==> src/rtl/erac_pkg.sv <==
// Package with the beat types, register map and constants of the echo ranging classifier.
`default_nettype none

package erac_pkg;

    localparam int TICK_W = 17;
    localparam int DIST_W = 15;
    localparam int PRE_LOW_TICKS = 2;
    localparam int TRIG_HIGH_TICKS = 10;
    localparam int DIST_MUL = 11239;
    localparam int DIST_MUL_W = 14;
    localparam int DIST_SHIFT = 16;
    localparam int PROD_W = TICK_W + DIST_MUL_W;
    localparam int LIMIT10_W = 13;

    localparam int ADDR_W = 4;
    localparam int DATA_W = 32;

    localparam logic [1:0] REG_DETECT_LIMIT = 2'd0;
    localparam logic [1:0] REG_WARNING_LIMIT = 2'd1;
    localparam logic [1:0] REG_LIGHT_LIMIT = 2'd2;
    localparam logic [1:0] REG_TIMEOUT = 2'd3;

    localparam logic [8:0] DETECT_LIMIT_RST = 9'd20;
    localparam logic [8:0] WARNING_LIMIT_RST = 9'd10;
    localparam logic [7:0] LIGHT_LIMIT_RST = 8'd30;
    localparam logic [TICK_W-1:0] TIMEOUT_RST = 17'd100000;

    localparam logic [1:0] STATUS_NORMAL = 2'd0;
    localparam logic [1:0] STATUS_DETECTED = 2'd1;
    localparam logic [1:0] STATUS_NEAR = 2'd2;
    localparam logic [1:0] STATUS_DARK = 2'd3;

    typedef struct packed {
        logic       req_type;
        logic       echo_level;
        logic [7:0] light_value;
    } item_t;

    typedef struct packed {
        logic              trigger_level;
        logic              done_res;
        logic              failed;
        logic [DIST_W-1:0] distance_tenths;
        logic [1:0]        status_code;
        logic              busy_res;
    } result_t;

    typedef struct packed {
        logic [8:0]        detect_limit_cm;
        logic [8:0]        warning_limit_cm;
        logic [7:0]        light_limit;
        logic [TICK_W-1:0] timeout_ticks;
    } cfg_t;

endpackage

`default_nettype wire

==> src/rtl/erac_regs.sv <==
// Configuration register file with its APB-style access port.
`default_nettype none

module erac_regs (
    input  wire logic                      clk,
    input  wire logic                      rst_n,
    input  wire logic                      psel,
    input  wire logic                      penable,
    input  wire logic                      pwrite,
    input  wire logic [erac_pkg::ADDR_W-1:0] paddr,
    input  wire logic [erac_pkg::DATA_W-1:0] pwdata,
    output logic      [erac_pkg::DATA_W-1:0] prdata,
    output logic                           pready,
    output erac_pkg::cfg_t                 cfg
);
    import erac_pkg::*;

    cfg_t       cfg_reg;
    cfg_t       cfg_next;
    logic       wr_en;
    logic [1:0] reg_idx;

    assign pready = 1'b1;
    assign wr_en = psel && penable && pwrite;
    assign reg_idx = paddr[3:2];

    always_comb
    begin
        cfg_next = cfg_reg;
        if (wr_en)
        begin
            unique case (reg_idx)
                REG_DETECT_LIMIT:  cfg_next.detect_limit_cm = pwdata[8:0];
                REG_WARNING_LIMIT: cfg_next.warning_limit_cm = pwdata[8:0];
                REG_LIGHT_LIMIT:   cfg_next.light_limit = pwdata[7:0];
                REG_TIMEOUT:       cfg_next.timeout_ticks = pwdata[TICK_W-1:0];
            endcase
        end
    end

    always_ff @(posedge clk or negedge rst_n)
    begin
        if (!rst_n)
        begin
            cfg_reg.detect_limit_cm <= DETECT_LIMIT_RST;
            cfg_reg.warning_limit_cm <= WARNING_LIMIT_RST;
            cfg_reg.light_limit <= LIGHT_LIMIT_RST;
            cfg_reg.timeout_ticks <= TIMEOUT_RST;
        end
        else
        begin
            cfg_reg <= cfg_next;
        end
    end

    always_comb
    begin
        unique case (reg_idx)
            REG_DETECT_LIMIT:  prdata = DATA_W'(cfg_reg.detect_limit_cm);
            REG_WARNING_LIMIT: prdata = DATA_W'(cfg_reg.warning_limit_cm);
            REG_LIGHT_LIMIT:   prdata = DATA_W'(cfg_reg.light_limit);
            REG_TIMEOUT:       prdata = DATA_W'(cfg_reg.timeout_ticks);
        endcase
    end

    assign cfg = cfg_reg;

endmodule

`default_nettype wire

==> src/rtl/erac_ranger.sv <==
// Trigger and echo timing state machine with distance and status classification.
`default_nettype none

module erac_ranger (
    input  wire logic            clk,
    input  wire logic            rst_n,
    input  wire logic            advance,
    input  erac_pkg::item_t      item,
    input  erac_pkg::cfg_t       cfg,
    output erac_pkg::result_t    result
);
    import erac_pkg::*;

    typedef enum logic [4:0] {
        PH_IDLE = 5'b00001,
        PH_PRE  = 5'b00010,
        PH_TRIG = 5'b00100,
        PH_WAIT = 5'b01000,
        PH_MEAS = 5'b10000
    } phase_t;

    phase_t              phase_reg;
    phase_t              phase_next;
    logic [TICK_W-1:0]   ticks_reg;
    logic [TICK_W-1:0]   ticks_next;
    phase_t              phase_eff;
    logic [TICK_W-1:0]   ticks_eff;
    logic [TICK_W-1:0]   ticks_inc;
    logic [PROD_W-1:0]   product;
    logic [DIST_W-1:0]   dist_tenths;
    logic [LIMIT10_W-1:0] warn10;
    logic [LIMIT10_W-1:0] detect10;
    logic                done;
    logic                fail;
    logic                measured;
    logic                trig;
    logic [1:0]          status;

    always_comb
    begin
        if (phase_reg == PH_IDLE && item.req_type)
        begin
            phase_eff = PH_PRE;
            ticks_eff = '0;
        end
        else
        begin
            phase_eff = phase_reg;
            ticks_eff = ticks_reg;
        end
    end

    assign ticks_inc = ticks_eff + TICK_W'(1);
    assign product = PROD_W'(ticks_eff) * PROD_W'(DIST_MUL);

    always_comb
    begin
        phase_next = phase_eff;
        ticks_next = ticks_eff;
        done = 1'b0;
        fail = 1'b0;
        measured = 1'b0;
        trig = 1'b0;
        unique case (phase_eff)
            PH_IDLE:
            begin
                ticks_next = ticks_eff;
            end
            PH_PRE:
            begin
                ticks_next = ticks_inc;
                if (ticks_inc >= TICK_W'(PRE_LOW_TICKS))
                begin
                    phase_next = PH_TRIG;
                    ticks_next = '0;
                end
            end
            PH_TRIG:
            begin
                trig = 1'b1;
                ticks_next = ticks_inc;
                if (ticks_inc >= TICK_W'(TRIG_HIGH_TICKS))
                begin
                    phase_next = PH_WAIT;
                    ticks_next = '0;
                end
            end
            PH_WAIT:
            begin
                priority if (item.echo_level)
                begin
                    phase_next = PH_MEAS;
                    ticks_next = TICK_W'(1);
                end
                else if (ticks_eff >= cfg.timeout_ticks)
                begin
                    done = 1'b1;
                    fail = 1'b1;
                end
                else
                begin
                    ticks_next = ticks_inc;
                end
            end
            PH_MEAS:
            begin
                priority if (!item.echo_level)
                begin
                    done = 1'b1;
                    measured = 1'b1;
                end
                else if (ticks_eff >= cfg.timeout_ticks)
                begin
                    done = 1'b1;
                    fail = 1'b1;
                end
                else
                begin
                    ticks_next = ticks_inc;
                end
            end
            default:
            begin
                phase_next = PH_IDLE;
                ticks_next = '0;
            end
        endcase
        if (done)
        begin
            phase_next = PH_IDLE;
            ticks_next = '0;
        end
    end

    assign dist_tenths = measured ? product[DIST_SHIFT +: DIST_W] : '0;
    assign warn10 = (LIMIT10_W'(cfg.warning_limit_cm) << 3)
                  + (LIMIT10_W'(cfg.warning_limit_cm) << 1);
    assign detect10 = (LIMIT10_W'(cfg.detect_limit_cm) << 3)
                    + (LIMIT10_W'(cfg.detect_limit_cm) << 1);

    always_comb
    begin
        priority if (dist_tenths != '0 && dist_tenths < DIST_W'(warn10))
        begin
            status = STATUS_NEAR;
        end
        else if (dist_tenths != '0 && dist_tenths < DIST_W'(detect10))
        begin
            status = STATUS_DETECTED;
        end
        else if (item.light_value < cfg.light_limit)
        begin
            status = STATUS_DARK;
        end
        else
        begin
            status = STATUS_NORMAL;
        end
    end

    assign result.trigger_level = trig;
    assign result.done_res = done;
    assign result.failed = fail;
    assign result.distance_tenths = dist_tenths;
    assign result.status_code = done ? status : STATUS_NORMAL;
    assign result.busy_res = (phase_next != PH_IDLE);

    always_ff @(posedge clk or negedge rst_n)
    begin
        if (!rst_n)
        begin
            phase_reg <= PH_IDLE;
            ticks_reg <= '0;
        end
        else if (advance)
        begin
            phase_reg <= phase_next;
            ticks_reg <= ticks_next;
        end
    end

`ifndef SYNTHESIS
    a_hold_when_stalled: assert property (@(posedge clk) disable iff (!rst_n)
        !advance |=> $stable(phase_reg) && $stable(ticks_reg))
        else $error("Ranging state changed without a beat.");

    a_fail_is_done_no_dist: assert property (@(posedge clk) disable iff (!rst_n)
        advance && result.failed |-> result.done_res && result.distance_tenths == '0)
        else $error("Failed measurement without completion or with a distance.");

    a_idle_after_done: assert property (@(posedge clk) disable iff (!rst_n)
        advance && result.done_res |=> phase_reg == PH_IDLE && ticks_reg == '0)
        else $error("Ranging state not idle after a completed measurement.");
`endif

endmodule

`default_nettype wire

==> src/rtl/echo_ranging_alert_classifier.sv <==
// Top level of the ultrasonic echo ranging controller with alert classification.
// A tick beat passes through the input register and then the result register.
// Throughput: one tick beat per cycle while the result is not stalled, set by the input and result registers.
// The result register frees itself whenever its beat is taken, so a stalled
// result blocks input only once the input register is also full.
// Reset is asynchronous and active low; it empties both stages, idles the
// ranging state and loads the register defaults.
`default_nettype none

module echo_ranging_alert_classifier (
    input  wire logic                       clk,
    input  wire logic                       rst_n,
    input  wire logic                       item_valid,
    output logic                            item_stall,
    input  erac_pkg::item_t                 item,
    output logic                            result_valid,
    input  wire logic                       result_stall,
    output erac_pkg::result_t               result,
    input  wire logic                       psel,
    input  wire logic                       penable,
    input  wire logic                       pwrite,
    input  wire logic [erac_pkg::ADDR_W-1:0] paddr,
    input  wire logic [erac_pkg::DATA_W-1:0] pwdata,
    output logic      [erac_pkg::DATA_W-1:0] prdata,
    output logic                            pready
);
    import erac_pkg::*;

    cfg_t    cfg;
    item_t   item_reg;
    logic    item_valid_reg;
    logic    item_valid_next;
    result_t result_reg;
    result_t result_calc;
    logic    result_valid_reg;
    logic    result_valid_next;
    logic    out_free;
    logic    advance;
    logic    accept;

    assign out_free = !result_valid_reg || !result_stall;
    assign advance = item_valid_reg && out_free;
    assign item_stall = item_valid_reg && !out_free;
    assign accept = item_valid && !item_stall;

    assign item_valid_next = accept ? 1'b1 : (advance ? 1'b0 : item_valid_reg);
    assign result_valid_next = advance ? 1'b1 : (result_valid_reg && result_stall);

    erac_regs u_regs (
        .clk     (clk),
        .rst_n   (rst_n),
        .psel    (psel),
        .penable (penable),
        .pwrite  (pwrite),
        .paddr   (paddr),
        .pwdata  (pwdata),
        .prdata  (prdata),
        .pready  (pready),
        .cfg     (cfg)
    );

    erac_ranger u_ranger (
        .clk     (clk),
        .rst_n   (rst_n),
        .advance (advance),
        .item    (item_reg),
        .cfg     (cfg),
        .result  (result_calc)
    );

    always_ff @(posedge clk or negedge rst_n)
    begin
        if (!rst_n)
        begin
            item_valid_reg <= 1'b0;
            result_valid_reg <= 1'b0;
        end
        else
        begin
            item_valid_reg <= item_valid_next;
            result_valid_reg <= result_valid_next;
        end
    end

    always_ff @(posedge clk)
    begin
        if (accept)
        begin
            item_reg <= item;
        end
        if (advance)
        begin
            result_reg <= result_calc;
        end
    end

    assign result_valid = result_valid_reg;
    assign result = result_reg;

endmodule

`default_nettype wire
==> config.mk <==
export PLATFORM = sky130hd
export DESIGN_NAME = echo_ranging_alert_classifier
export DESIGN_NICKNAME = d
export VERILOG_FILES = /design/src/rtl/erac_pkg.sv /design/src/rtl/erac_regs.sv /design/src/rtl/erac_ranger.sv /design/src/rtl/echo_ranging_alert_classifier.sv
export SDC_FILE = /design/constraint.sdc
export NUM_CORES = 1
export LEC_CHECK = 0
export BUFFER_PORTS_ARGS = -buffer_cell sky130_fd_sc_hd__buf_2
export CAP_MARGIN = 20
export CELL_PAD_IN_SITES_DETAIL_PLACEMENT = 1
export CELL_PAD_IN_SITES_GLOBAL_PLACEMENT = 1
export CORE_MARGIN = 2
export CORE_UTILIZATION = 25
export CTS_BUF_LIST = sky130_fd_sc_hd__clkbuf_8
export DETAILED_ROUTE_END_ITERATION = 12
export PLACE_DENSITY_LB_ADDON = 0.2
export SYNTH_ARGS = -nofsm -noshare
export SYNTH_HDL_FRONTEND = slang
export SYNTH_HIERARCHICAL = 1
export SYNTH_SLANG_ARGS = --single-unit
==> constraint.sdc <==
create_clock -name clk -period 7.65 [get_ports clk]
set_input_delay 0.765 -clock clk [delete_from_list [all_inputs] [get_ports clk]]
set_output_delay 0.765 -clock clk [all_outputs]
set_load 0.02 [all_outputs]
==> impl_metrics.json, run 1 <==
{
  "grtUsageTotal": 0.164,
  "crit_fanout": 7,
  "final_cells": 2180,
  "globalplace.congestion": 0.815,
  "htreeDepth": 3,
  "yosysTopAreaCellShare": 0.165,
  "drive_above_1_share": 0.319,
  "ff_latch_area_um2": 2630,
  "cts_buffer_depth": 2,
  "initial_core_util": 0.252,
  "synth_most_common_cell": "inv_1",
  "status": "complete, but fails checks",
  "hold_ws_ns": 0.436,
  "grt_max_degree": 68,
  "row_count": 81,
  "crit_arrival_ns": 7.93,
  "clk_latency_ns": 0.43,
  "area_growth_syn_to_layout_pct": 28.3,
  "synthCells": 1282,
  "io_pins": 109,
  "ys_ff_latch": 98,
  "synth_top_cell_by_area": "fa_1",
  "synth-edff-count": 31,
  "clk_pin_slew_ns": 0.10,
  "leakagePower_nw": 8.06,
  "critPathCaptureType": "flop",
  "synthTopCellsByCount": "inv_1, ha_1, fa_1",
  "wl_per_cell_um": 18.7,
  "max_slew.worst_pin.slew_ns": 0.974,
  "grt_overflow": 0,
  "ys_warn_count": 6,
  "dp.cells": 2131,
  "first_pass_iters": 4,
  "core-area_um2": 48600,
  "yosysUniqueCellTypes": 92,
  "grt_pass1_wl_um": 63300,
  "finalClockSkew_ns": 0.0231,
  "cp.required_ns": 7.83,
  "finalCritPeriodShare": 1.01,
  "drv_slew": 0,
  "setup_viol": 2,
  "cts_tree": "yes",
  "largest_reg_flops": 43,
  "grt_pass1_vias": 10994,
  "vias": 10129,
  "ant_nets": 0,
  "place_ws_ns": -0.602,
  "power_density_nw_per_um2": 150,
  "finalWorstSetupSlack_ns": -0.0950,
  "nets": 1867,
  "slew_headroom": 0.350,
  "hpwlAfterDp_um": 33800,
  "design_area_um2": 15700,
  "irDropWorstVdd_uv": 95.2,
  "rrSetupSlack_ns": -0.1,
  "cts.root.buffer_cell": "clkbuf_8",
  "ys_seq_area_frac": 0.214,
  "path_class": "flop to flop",
  "hold_class": "primary input to asynchronous set/reset pin",
  "postCtsHoldBufs": 0,
  "critPathMaxStageDelay_ns": 0.55,
  "fmax_mhz": 129,
  "synth_area_leaders": "fa_1, ha_1, dfrtp_1",
  "drc": 0,
  "fp.dieArea_um2": 50800,
  "fillers": 5625,
  "dieHeight_um": 225,
  "io_buffers": 75,
  "multi_input_area_um2": 9070,
  "setup_tns_ns": -0.190,
  "die_w_um": 225,
  "avgSynthCellArea_um2": 9.55,
  "clock_sinks": 98,
  "synthArstFlopShare": 0.684,
  "maxCapViolCount": 0,
  "synth_ff_type": "dfrtp_1",
  "violations": "negative setup slack",
  "crit_top_cell": "fa_1",
  "hold_violations": 0,
  "first_iter_violations": 335,
  "start_kind": "flop",
  "viasPerCell": 4.65,
  "r2r_cells": 33,
  "post-route-min-period_ns": 7.75,
  "dpl_cell_area_um2": 14700,
  "synthesis.area_um2": 12200,
  "routed_wl_um": 40800,
  "antenna_found_initial": 0,
  "cts_inserted_buffers": 9,
  "critPathSlowestCell": "dfstp_2",
  "rsz0062_at_grt": "true"
}
where the power goes:
group          internal, mW  switching (mW)
sequential            0.636           0.103
clock                 0.128           0.230
combinational         0.556           0.704
worst max-delay path, delay by kind of cell, from the launching register on:
kind	cells	cell delay, ns
simple gates	7	0.98
flops	1	0.55
xor+xnor	1	0.16
fa+ha+maj	8	3.28
compound gates	7	1.45
buf+inv	10	1.07
placed cells by master, fill, tap and decap left out, drive strengths merged, types with 14 or more instances in the layout:
cell and n:
xnor2 30, conb 16, dfrtp 52, ha 161, a21o 20, nand3 27
nand2 71, mux2 44, nand2b 16, nor2 51, inv 242, edfxtp 31
and3 18, nor3 14, xor2 19, buf 301, fa 101, o21ai 42
o211ai 14, a21oi 64, dfstp 15
per-stage QoR:
step / utilization / total power, mW
2_1_floorplan: - / 1.51
3_3_place_gp: 0.302 / 1.87
3_5_place_dp: 0.302 / 1.90
4_1_cts: 0.319 / 2.37
5_1_grt: 0.323 / 2.54
6_report: 0.323 / 2.36
path summary, 6_finish.rpt:
path / startpoint / to
worst max register to register: u_ranger/phase_reg[0] / result[1]
min in group clk: item[1] / item_reg[1]
max in group asynchronous: rst_n / u_regs/cfg[30]
worst min register to register: item_valid_reg / result_valid
worst max-delay path: u_ranger/phase_reg[0] / result[1]
worst min-delay path: rst_n / item_valid_reg
per-layer routing:
| metal | part of all wire | up-vias | global-route usage |
|---|---|---|---|
| met3 | 0.020 | 31 | 0.0143 |
| li1 | - | 4881 | - |
| met5 | 0 | - | 0 |
| met2 | 0.50 | 108 | 0.290 |
| met4 | 0.016 | 0 | 0.0417 |
| met1 | 0.46 | 5109 | 0.215 |
cell families (layout without fill, tap and decap cells):
logic type / count (synthesis) / count (layout) / synth area share
adders and majority gates: 263 / 263 / 0.330
xor gates and xnor gates: 49 / 49 / 0.0350
buffers and inverters: 295 / 555 / 0.0983
DFF: 98 / 98 / 0.214
and+or+nand+nor: 275 / 276 / 0.125
AOI/OAI and AO/OA: 245 / 245 / 0.136
other: 2 / 17 / 0.000613
muxes: 55 / 55 / 0.0604
final cells by class:
| type | instances | share of cell area |
|---|---|---|
| clock buffer | 9 | 0.00789 |
| multi-input combinational | 904 | 0.578 |
| antenna | 1 | 0.000159 |
| timing repair buffer | 301 | 0.136 |
| sequential | 98 | 0.167 |
| clock inverter | 7 | 0.00454 |
| inverter | 238 | 0.0570 |
| tap | 622 | 0.0495 |
repair_timing:
item	in CTS	in global routing
endpoints found under the setup margin	2	2
cloned	1	0
resized for setup	84	22
hold endpoints to repair	0	0
setup buffers	23	9
pin swaps	63	48
(Power assumes the default switching activity.)
==> run 2, diff against run 1 <==
clock period = 8.65 ns   (was 7.65 ns; I/O delays follow)
==> run 2 against run 1 <==
Against the previous run: the run now ends clean; critical path type unchanged; routed wire length is 5.0% lower; first-iteration DRC count is 29% higher; worst setup slack better by 0.49 ns; sequential share of layout area is 2.0 points higher; core utilization is 3.4 points lower; via count is 5.4% lower; largest cell class unchanged; count of clock-buffer cells in the layout stayed put; final cell count is 7.5% lower; global-route usage is 0.81 points lower.
==> impl_metrics.json, run 2 (same netlist as run 1, synthesis figures left out) <==
{
  "drv_slew": 0,
  "antenna_found_initial": 0,
  "first_pass_iters": 5,
  "status": "complete, no violations",
  "start_kind": "flop",
  "worstHoldPathCells": 1,
  "critPathSlowestCell": "dfstp_2",
  "row_count": 81,
  "critPathCaptureType": "flop",
  "hold_violations": 0,
  "viasPerCell": 4.75,
  "drc": 0,
  "hold_ws_ns": 0.515,
  "maxCapViolCount": 0,
  "grt_overflow": 0,
  "r2r-end": "result[2]",
  "clk_pin_slew_ns": 0.12,
  "n_antenna_cell": 0,
  "hold_class": "flop to flop",
  "die_w_um": 225,
  "core-area_um2": 48600,
  "finalCritPeriodShare": 0.954,
  "max_slew.worst_pin.slew_ns": 1.09,
  "crit_top_cell": "fa_1",
  "htreeDepth": 3,
  "wl_per_cell_um": 19.2,
  "critPathMaxStageDelay_ns": 0.60,
  "vias": 9583,
  "pwr-share-clk": 0.184,
  "drive_above_1_share": 0.201,
  "finalClockSkew_ns": 0.0214,
  "worst-path-stages": 31,
  "clock_sinks": 98,
  "cpLargestDelayFamily": "adder cells",
  "switching_share": 0.433,
  "cp-startpoint": "u_ranger/phase_reg[0]",
  "nets": 1705,
  "initial_core_util": 0.252,
  "dieHeight_um": 225,
  "p_int_mw": 1.14,
  "cts_tree": "yes",
  "mostFrequentLayoutCell": "inv_1",
  "globalplace.congestion": 0.812,
  "ant_nets": 0,
  "rrSetupSlack_ns": 0.39,
  "power.switching_mw": 0.868,
  "crit_arrival_ns": 8.43,
  "first_iter_violations": 431,
  "io_pins": 109,
  "sequentialPowerShare": 0.329,
  "setup_viol": 0,
  "post-route-min-period_ns": 8.26,
  "irDropWorstVdd_uv": 92.8,
  "cts_buffer_depth": 2,
  "comb_power_share": 0.487,
  "grt_pass1_wl_um": 59900,
  "routed_wl_um": 38800,
  "cp.required_ns": 8.82,
  "fin_util": 0.289,
  "io_buffers": 75,
  "path_buf_inv": 7,
  "r2r_cells": 31,
  "slew_headroom": 0.271,
  "hpwlAfterDp_um": 32500,
  "crit_fanout": 18,
  "fmax_mhz": 121,
  "cts_inserted_buffers": 9,
  "endpoint": "result[2]",
  "grt_pass1_vias": 10218,
  "power_density_nw_per_um2": 143,
  "r2r-start": "u_ranger/phase_reg[0]",
  "p_total_mw": 2.01,
  "largest_reg_flops": 43,
  "grtUsageTotal": 0.156,
  "fillers": 5661,
  "leakagePower_nw": 7.25,
  "clk_latency_ns": 0.43,
  "path_class": "flop to flop",
  "fp.dieArea_um2": 50800,
  "grt_max_degree": 68,
  "cts.root.buffer_cell": "clkbuf_8",
  "area_growth_syn_to_layout_pct": 14.7,
  "most-common-layout-cells": "inv_1, ha_1, fa_1, buf_2, nand2_1"
}
==> run 2: changes by cell type in the layout (fill, tap and decap cells not counted), sizes merged <==
cell	change
buf	-161
bufinv	+2
clkinv	-3
clkinvlp	+1
diode	-1
nand2	-1
==> run 2: per-stage QoR <==
stage / setup TNS, ns / worst slack, ns / cells / instance area [um2]
finish: 0 / 0.394 / 2017 / 14000
global route: -0.00675 / -0.00675 / 2017 / 14000
CTS: 0 / 0.0362 / 2012 / 13900
detailed placement: -0.00651 / -0.00651 / 1996 / 13600
global placement: 0 / 0.0846 / 1995 / 13600
floorplan: 0 / 0.318 / 1296 / 12300
==> run 2: worst register-to-register path: cells and delay by family (launching register included) <==
kind	cells	cell delay [ns]
DFF	1	0.60
xor gates and xnor gates	1	0.22
AOI/OAI and AO/OA	7	0.95
and+or+nand+nor	8	1.70
buffers and inverters	7	0.97
adders and majority gates	8	3.56
==> run 2: repair_timing <==
| action | in CTS | in global routing |
|---|---|---|
| setup buffers | 0 | 5 |
| gates resized for setup | 5 | 31 |
| pin swaps | 1 | 8 |
| setup endpoints to repair | 2 | 2 |
| hold buffers | 0 | 0 |
==> run 2: worst min-delay path by stage <==
| stage | from | to |
|---|---|---|
| 5_1_grt | item_valid_reg | result_valid |
| 3_3_place_gp | item_valid_reg | result_valid |
| 2_1_floorplan | item_valid_reg | result_valid |
| 6_report | item_valid_reg | result_valid |
| 4_1_cts | item_valid_reg | result_valid |
| 3_5_place_dp | item_valid_reg | result_valid |
==> run 2: routing by layer <==
metal / up-vias / share of wire / GRT usage
met5: - / 0 / 0
met4: 0 / 0.013 / 0.0410
met3: 16 / 0.022 / 0.0102
met2: 115 / 0.50 / 0.269
met1: 4894 / 0.47 / 0.212
li1: 4558 / - / -
==> run 2: layout make-up <==
class	instances	area, um2	share of cell area
clock buffer	9	124	0.00882
clock inverter	7	105	0.00748
inverter	238	893	0.0636
multi-input combinational	903	8630	0.614
sequential	98	2630	0.187
tap	622	778	0.0554
timing repair buffer	140	890	0.0634
==> run 2: power groups by stage <==
| stage | registers (mW) | logic (mW) | clock network, mW |
|---|---|---|---|
| floorplan | 0.631 | 0.683 | 0 |
| global placement | 0.673 | 0.950 | 0 |
| detailed placement | 0.675 | 0.970 | 0 |
| CTS | 0.665 | 0.978 | 0.386 |
| global route | 0.674 | 1.10 | 0.398 |
| finish | 0.660 | 0.977 | 0.370 |
==> run 3, diff against run 2 <==
clock period = 7.2 ns   (was 8.65 ns; I/O delays follow)
==> run 3 against run 2 <==
Against the previous run: non-clock buffer count increased by 160; die area unchanged; sequential power increased by 20%; the run now ends with negative setup slack left; register-to-register slack got worse by 0.92 ns; via count increased by 5.3%; final area increased by 12%; critical path depth increased by 2; sequential cell count unchanged; critical endpoint unchanged; first-iteration DRC count decreased by 21%; critical path type unchanged; combinational power increased by 36%; final cell count increased by 7.9%.
==> impl_metrics.json, run 3 (same netlist as run 1, synthesis figures left out) <==
{
  "drv_slew": 0,
  "m1WireLength_um": 18600,
  "clk_pin_slew_ns": 0.12,
  "most-common-layout-cells": "inv_1, buf_4, ha_1, fa_1, buf_2",
  "htreeDepth": 3,
  "postCtsHoldBufs": 0,
  "cp.required_ns": 7.39,
  "initial_core_util": 0.252,
  "power_density_nw_per_um2": 161,
  "top_layer": "met4",
  "die_w_um": 225,
  "core-area_um2": 48600,
  "status": "complete, but fails checks",
  "crit_top_cell": "fa_1",
  "grt_overflow": 0,
  "post-route-min-period_ns": 7.72,
  "drive_above_1_share": 0.328,
  "dr_wl_met3_um": 1040,
  "hold_violations": 0,
  "hold_class": "primary input to flop",
  "maxCapViolCount": 0,
  "area_growth_syn_to_layout_pct": 28.6,
  "grt_pass1_vias": 11003,
  "cts_inserted_buffers": 9,
  "row_count": 81,
  "finalCritPeriodShare": 1.07,
  "first_iter_violations": 342,
  "clk_latency_ns": 0.43,
  "grt_pass1_wl_um": 63300,
  "rsz0062_at_grt": "true",
  "slew_headroom": 0.335,
  "setup_tns_ns": -0.998,
  "routed_wl_um": 40500,
  "io_pins": 109,
  "io_buffers": 75,
  "setup_viol": 2,
  "fillers": 5668,
  "fmax_mhz": 129,
  "crit_fanout": 4,
  "crit_arrival_ns": 7.91,
  "leakagePower_nw": 8.05,
  "antenna_found_initial": 0,
  "dr_wl_met2_um": 20400,
  "finalClockSkew_ns": 0.0216,
  "vias": 10092,
  "violations": "negative setup slack",
  "grt_max_degree": 68,
  "p_total_mw": 2.53,
  "globalplace.congestion": 0.824,
  "cts_tree": "yes",
  "dieHeight_um": 225,
  "n_antenna_cell": 0,
  "fp.dieArea_um2": 50800,
  "path_class": "flop to flop",
  "critPathSlowestCell": "fa_1",
  "max_slew.worst_pin.slew_ns": 0.996,
  "critPathCaptureType": "flop",
  "largest_reg_flops": 43,
  "irDropWorstVdd_uv": 115,
  "wl_per_cell_um": 18.6,
  "hpwlAfterDp_um": 33800,
  "start_kind": "flop",
  "mostFrequentLayoutCell": "inv_1",
  "critPathMaxStageDelay_ns": 0.53,
  "ant_nets": 0,
  "first_pass_iters": 4,
  "nets": 1865,
  "drc": 0,
  "cts_buffer_depth": 2,
  "grtUsageTotal": 0.164,
  "viasPerCell": 4.64,
  "clock_sinks": 98,
  "finalWorstSetupSlack_ns": -0.525,
  "cts.root.buffer_cell": "clkbuf_8"
}
run 3: worst paths after layout:
path                       depth (start not counted)                   from  slack [ns]                     to
max                                               33  u_ranger/phase_reg[3]       -0.52              result[2]
min                                                1                item[9]        0.46            item_reg[9]
max reg2reg                                       33  u_ranger/phase_reg[3]       -0.52              result[2]
min reg2reg                                        1         item_valid_reg        0.53           result_valid
max in group asynchronous                          2                  rst_n        6.06  u_ranger/phase_reg[3]
min in group asynchronous                          2                  rst_n        0.51  u_ranger/phase_reg[2]
run 3: power by group:
part	internal (mW)	total [mW]	switching (mW)
combinational	0.582	1.33	0.749
sequential	0.676	0.790	0.115
clock	0.167	0.411	0.244
total	1.42	2.53	1.11
run 3: final cells by class:
| type | count | area (um2) | area share |
|---|---|---|---|
| multi-input combinational | 903 | 9100 | 0.578 |
| sequential | 98 | 2630 | 0.167 |
| timing repair buffer | 300 | 2130 | 0.135 |
| inverter | 238 | 903 | 0.0574 |
| tap | 622 | 778 | 0.0494 |
| clock buffer | 9 | 124 | 0.00786 |
| clock inverter | 7 | 87.6 | 0.00556 |
run 3: metal layers:
metal	GRT usage	vias up
li1	-	4874
met1	0.218	5088
met2	0.289	109
met3	0.0159	21
met4	0.0331	0
met5	0	-
run 3: timing repair:
action	CTS	global route
setup buffers	27	7
pin swaps	56	33
gates resized for setup	76	23
setup endpoints to repair	2	2
run 3: metrics by stage:
| stage | setup slack [ns] | area, um2 | utilization | hold WS [ns] | cells |
|---|---|---|---|---|---|
| after floorplan | -0.329 | 12600 | - | 0.424 | 1296 |
| after global placement | -0.721 | 14800 | 0.305 | 0.482 | 2129 |
| after detailed placement | -0.914 | 14800 | 0.305 | 0.501 | 2129 |
| after CTS | -0.549 | 15600 | 0.320 | 0.427 | 2171 |
| after global routing | -0.796 | 15800 | 0.324 | 0.435 | 2177 |
| final | -0.525 | 15800 | 0.324 | 0.460 | 2177 |
run 3: worst max-delay path, delay by kind of cell, from the launching register on:
kind                     cells  cell delay (ns)
AO/OA/AOI/OAI                6             0.83
adder cells (fa/ha/maj)      8             3.54
buffers and inverters       10             0.96
flip-flops                   1             0.45
AND/OR/NAND/NOR              9             1.68
